[src/rtl/bsa_pkg.sv]
// Package for the bounding sphere accumulator: widths, payload structs,
// request/relation codes, controller states and command/status structs.
package bsa_pkg;
  localparam int CW = 32;
  localparam int RW = CW - 1;
  localparam int DW = CW + 1;          // axis difference magnitude
  localparam int SW = 2 * DW + 2;      // sum of three squares
  localparam int QW = CW + 1;          // root width
  localparam int TOL_W = 16;

  localparam logic [1:0] REQ_LOAD = 2'd0;
  localparam logic [1:0] REQ_EXT_SPHERE = 2'd1;
  localparam logic [1:0] REQ_EXT_POINT = 2'd2;
  localparam logic [1:0] REQ_TRANSLATE = 2'd3;

  localparam logic [2:0] REL_APART = 3'd0;
  localparam logic [2:0] REL_OVERLAP = 3'd1;
  localparam logic [2:0] REL_TOUCH = 3'd2;
  localparam logic [2:0] REL_STORED_IN = 3'd3;
  localparam logic [2:0] REL_INPUT_IN = 3'd4;
  localparam logic [2:0] REL_PT_IN = 3'd1;
  localparam logic [2:0] REL_PT_ON = 3'd2;

  localparam logic [1:0] REG_TOL = 2'd0;

  typedef struct packed {
    logic [1:0] req_type;
    logic signed [CW-1:0] in_x;
    logic signed [CW-1:0] in_y;
    logic signed [CW-1:0] in_z;
    logic [RW-1:0] in_radius;
  } in_item_t;

  typedef struct packed {
    logic [2:0] relation;
    logic signed [CW-1:0] out_x;
    logic signed [CW-1:0] out_y;
    logic signed [CW-1:0] out_z;
    logic [RW-1:0] out_radius;
    logic saturated;
  } out_item_t;

  typedef enum logic [3:0] {
    ST_IDLE, ST_SQ, ST_SQ_ACC, ST_SQRT, ST_CLASS, ST_MUL, ST_DIV, ST_NEXT_AXIS,
    ST_DONE
  } state_t;

  typedef struct packed {
    logic latch;      // capture input item
    logic sq;         // square one axis difference
    logic sq_acc;     // add square into sum
    logic sqrt_init;
    logic sqrt_step;
    logic classify;   // relation + simple updates
    logic mul;        // |delta| * k
    logic div_step;
    logic axis_done;  // write moved axis
    logic emit;
  } cmd_t;

  typedef struct packed {
    logic needs_dist;
    logic needs_move;
    logic last_axis;
    logic step_last;
  } status_t;
endpackage

[src/rtl/bsa_ctrl.sv]
// Controller for the bounding sphere accumulator.
// Depends on bsa_pkg for state, command and status types.
module bsa_ctrl (
  input  logic clk,
  input  logic rst_n,
  input  logic start,
  output logic busy,
  input  bsa_pkg::status_t sts,
  output bsa_pkg::cmd_t cmd
);
  import bsa_pkg::*;
  state_t state_r, state_nxt;

  always_ff @(posedge clk) begin
    if (!rst_n) state_r <= ST_IDLE;
    else state_r <= state_nxt;
  end

  always_comb begin
    state_nxt = state_r;
    cmd = '0;
    busy = (state_r != ST_IDLE);
    case (state_r)
      ST_IDLE: begin
        if (start) begin
          cmd.latch = 1'b1;
          state_nxt = ST_SQ;
        end
      end
      ST_SQ: begin
        if (sts.needs_dist) begin
          cmd.sq = 1'b1;
          state_nxt = ST_SQ_ACC;
        end else state_nxt = ST_CLASS;
      end
      ST_SQ_ACC: begin
        // the last square is added by the root start itself
        if (sts.last_axis) begin
          cmd.sqrt_init = 1'b1;
          state_nxt = ST_SQRT;
        end else begin
          cmd.sq_acc = 1'b1;
          state_nxt = ST_SQ;
        end
      end
      ST_SQRT: begin
        cmd.sqrt_step = 1'b1;
        if (sts.step_last) state_nxt = ST_CLASS;
      end
      ST_CLASS: begin
        cmd.classify = 1'b1;
        state_nxt = ST_MUL;
      end
      ST_MUL: begin
        if (sts.needs_move) begin
          cmd.mul = 1'b1;
          state_nxt = ST_DIV;
        end else state_nxt = ST_DONE;
      end
      ST_DIV: begin
        cmd.div_step = 1'b1;
        if (sts.step_last) state_nxt = ST_NEXT_AXIS;
      end
      ST_NEXT_AXIS: begin
        cmd.axis_done = 1'b1;
        state_nxt = sts.last_axis ? ST_DONE : ST_MUL;
      end
      ST_DONE: begin
        cmd.emit = 1'b1;
        state_nxt = ST_IDLE;
      end
      default: state_nxt = ST_IDLE;
    endcase
  end
endmodule

[config.mk]
export PLATFORM = sky130hd
export DESIGN_NAME = bsa_ctrl
export DESIGN_NICKNAME = d
export VERILOG_FILES = /design/src/rtl/bsa_pkg.sv /design/src/rtl/bsa_ctrl.sv
export SDC_FILE = /design/constraint.sdc
export NUM_CORES = 1
export LEC_CHECK = 0
export CORE_AREA = 5 5 42 44
export DETAILED_ROUTE_END_ITERATION = 6
export DIE_AREA = 0 0 47 49
export DONT_BUFFER_PORTS = 1
export GPL_ROUTABILITY_DRIVEN = 1
export GPL_TIMING_DRIVEN = 0
export PLACE_DENSITY = 0.44
export SLEW_MARGIN = 30
export SYNTH_ARGS = -nofsm -noshare
export SYNTH_HDL_FRONTEND = slang
export SYNTH_SLANG_ARGS = --single-unit
[constraint.sdc]
create_clock -name clk -period 1.55 [get_ports clk]
set_clock_uncertainty 0.15 [all_clocks]
set_input_delay 0.2325 -clock clk [delete_from_list [all_inputs] [get_ports clk]]
set_output_delay 0.2325 -clock clk [all_outputs]
set_load 0.1 [all_outputs]
---- Word-level counts from Yosys, hierarchy flattened ----
Cells that the tools add are included.
storage, ports and cells
  register bits after elaboration ......... 4
  input port bits ......................... 7
  output and inout port bits .............. 11
  word-level logic and storage cells ...... 37
operators by class
  equal/unequal tests ..................... 11
  muxes and demuxes ....................... 22
  reduce and logical (&&, ||, !) cells .... 3
operators by type and width
  operator                                       count
  one-hot mux 4 bit (8 select lines)             1
  2-to-1 mux 4 bit                               5
  == test 4 x 3 -> 1 bit, second input constant  4
  2-to-1 mux 1 bit                               13
  == test 4 x 2 -> 1 bit, second input constant  2
  inequality test 2 bit, second input constant   3
  == test 4 x 1 -> 1 bit, second input constant  1
  == test 4 bit, second input constant           1
  logical NOT 4 bit                              1
  2-to-1 mux 2 bit                               2
  nonzero test 4 bit                             1
  2-to-1 mux 3 bit                               1
  AND reduction 3 bit                            1

---- Longest topological paths before layout ----
  depth in word-level cells ............... 3
  gate-level depth with buffers ........... 5

---- Worst setup path before layout ----
OpenSTA, ideal clock, no wires.
  path kind ............................... register to output
  start point ............................. reg state_r[3]
  end point ............................... out cmd[8] (netlist name)
  data arrival time ....................... 3.831 ns
  data required time ...................... 1.167 ns
  path slack .............................. -2.663 ns
  stages on the path, launching flop included .. 4
  path buffers ............................ 1
  path through ............................ dfxtp_1 > clkbuf_1 > nand2b_1 > nor4b_1
RTL lines
  element                   RTL line        source
  start: declaration        bsa_ctrl.sv:12  state_t state_r, state_nxt;
  start signal: assignment  bsa_ctrl.sv:16  else state_r <= state_nxt;
  end: declaration          bsa_ctrl.sv:9   output bsa_pkg::cmd_t cmd

==> metrics.txt <==
Longest Clk Path Bufs=2; commonest non-fill, non-tap cells in the layout=10 x buf_4, 7 x buf_8, 5 x buf_6, 4 x inv_1, 4 x nor2_4; Clock H-tree levels=1; Post-synth EDFFs=0; Starting Density=0.254; Met3 Wirelength=58 um; yosys warns=0; Final Instance Area=836 sq um; crit path launch type=flip-flop; number of diodes=0; area grow syn2layout=134%; first drt pass iteration count=4; overall routing resource usage=0.149; Crit path largest cell delay=750 ps; Mapped Area=357 sq um; post-synthesis area per instance=7.13 sq um; # fillers=119; Largest regs=state_r x4; CP endpoint kind=output pin; Post-DP Area=591 sq um; Final Slew Violations=0; Post-route DRC=0; Clk pin slew, worst setup/hold paths=40 ps; minimum clock period=1890 ps; Crit Path Max Fanout=4; Synth Flop Type=dfxtp_1; fraction of registers with async set/reset=0; #FFs+latches synth=4; max frequency=528 MHz; Top Layer Used=met4; register area share after synthesis=0.225; post-synth net total=57; Worst VDD drop=0.395 mV; RSZ-0062 raised after global routing=yes; Die Span X=47 um; Multi-input gate area=409 sq um; Row Count=14; clock root buffer=clkbuf_4; Final Hold Fails=0; Port Buffers=0; met2 wire length=779 um; Setup TNS=-2420 ps; Overall Power=0.681 mW; Final HPWL DP=938 um; total number of vias=489; Cell variety after synth=26; Rel. slew slack=0.344; first-pass GRT wire length=2.53 mm; Worst EP required=1170 ps; CTS Buf Count=3; crit path cell chain=buf_6, nand2_8, nor3_4; internal power=0.364 mW; hold_buf cts=0; HP Class=in -> reg; Syn Inst Count=50; Die Area=0.00230 sq mm; total congestion overflow=0; Std-Cell Core Area=0.00140 sq mm; layout net count=82; CTS Sinks=4; I/O pin cnt=18; max reg flops=4; clock power share=0.181; Routed Antenna Nets=0; DIE HEIGHT=49 um; Logic pwr share=0.642; CTS tree=done; clock insertion delay at the later pin of the skew report=230 ps; WL/cell=16.4 um; pre-CTS setup slack=-428 ps; initial antenna violation count=0; final setup vio count=13; layout cells sized above 1=0.644; vias in the first global route=540; period utilisation layout=1.22; status=complete, but fails checks; pin count of the biggest net entering global routing=10; failing checks=setup timing; switching power=0.317 mW; critical path type=reg -> out; switching share of power=0.465; part of the power in registers=0.177; actual slew at the worst max-slew pin=980 ps; arrival time worst endpoint=1510 ps; Detailed Route WL=1.46 mm; number of DRC markers in iteration 0=9; register area=92.6 sq um; P_leak=0.299 nW; GPL Wtd Cong=0.739; slowest CP cell=nor3_4; Max Cap Violations=0; WHS=36.2 ps; most common cell after layout, fill and taps aside=buf_4; pwr/cell area=814 mW/mm^2; worst setup margin=-343 ps; DR vias/cell=5.49; Largest Register=state_r; M1 wire length=607 um
cells in the mapped netlist (2+ instances only):
master | number | area, sq um
a21oi_1 | 2 | 10.0
buf_2 | 2 | 10.0
dfxtp_1 | 4 | 80.1
inv_1 | 4 | 15.0
nand2_1 | 2 | 7.51
nand2b_1 | 3 | 18.8
nor2_1 | 5 | 18.8
nor3_1 | 4 | 20.0
nor4_1 | 4 | 25.0
nor4b_1 | 2 | 17.5
o21ai_0 | 3 | 15.0
power by group through the flow:
stage          clock [mW]  combinational (mW)  sequential, mW
6_report            0.123               0.437           0.120
4_1_cts             0.129               0.404           0.121
3_5_place_dp            0               0.301           0.127
5_1_grt             0.132               0.455           0.121
3_3_place_gp            0               0.276           0.127
2_1_floorplan           0               0.257           0.124
logic make-up after synthesis:
family	after synthesis	synth area share
simple gates	25	0.411
mux	1	0.0281
buf+inv	8	0.112
compound gates	11	0.200
flops	4	0.225
xor+xnor	1	0.0246
critical path, delay by kind of cell (launching register included):
family | cells | cell delay (ps)
buffers and inverters | 1 | 130
AND/OR/NAND/NOR | 2 | 820
flip-flops | 1 | 330
per-layer routing:
layer	GRT usage	vias up
met5	0	-
met1	0.196	243
li1	-	233
met3	0.0369	2
met2	0.233	11
met4	0.0415	0
layout make-up:
cell class,count,share of cell area
Timing Repair Buffer,21,0.275
Sequential cell,4,0.111
Tap cell,16,0.0240
Buffer,3,0.0554
Multi-Input combinational cell,38,0.490
Inverter,4,0.0180
Clock buffer,3,0.0269
through the flow:
| step | util | cells |
|---|---|---|
| 2_1_floorplan | - | 50 |
| 5_1_grt | 0.596 | 89 |
| 4_1_cts | 0.572 | 88 |
| 3_3_place_gp | 0.361 | 66 |
| 3_5_place_dp | 0.421 | 71 |
| 6_report | 0.596 | 89 |
repair_timing:
item,CTS,global route
gates resized for setup,24,10
pin swaps,7,10
buffers inserted,15,3
endpoints found under the setup margin,11,13
hold endpoints to repair,0,0
final timing paths:
check | startpoint | to | slack [ps] | cells past startpoint
hold reg to reg | state_r[3] | state_r[2] | 350 | 1
hold / removal | rst_n | state_r[0] | 40 | 2
setup reg to reg | state_r[0] | state_r[1] | -80 | 6
setup / recovery | state_r[2] | cmd[2] | -340 | 3
(Power assumes the default switching activity.)
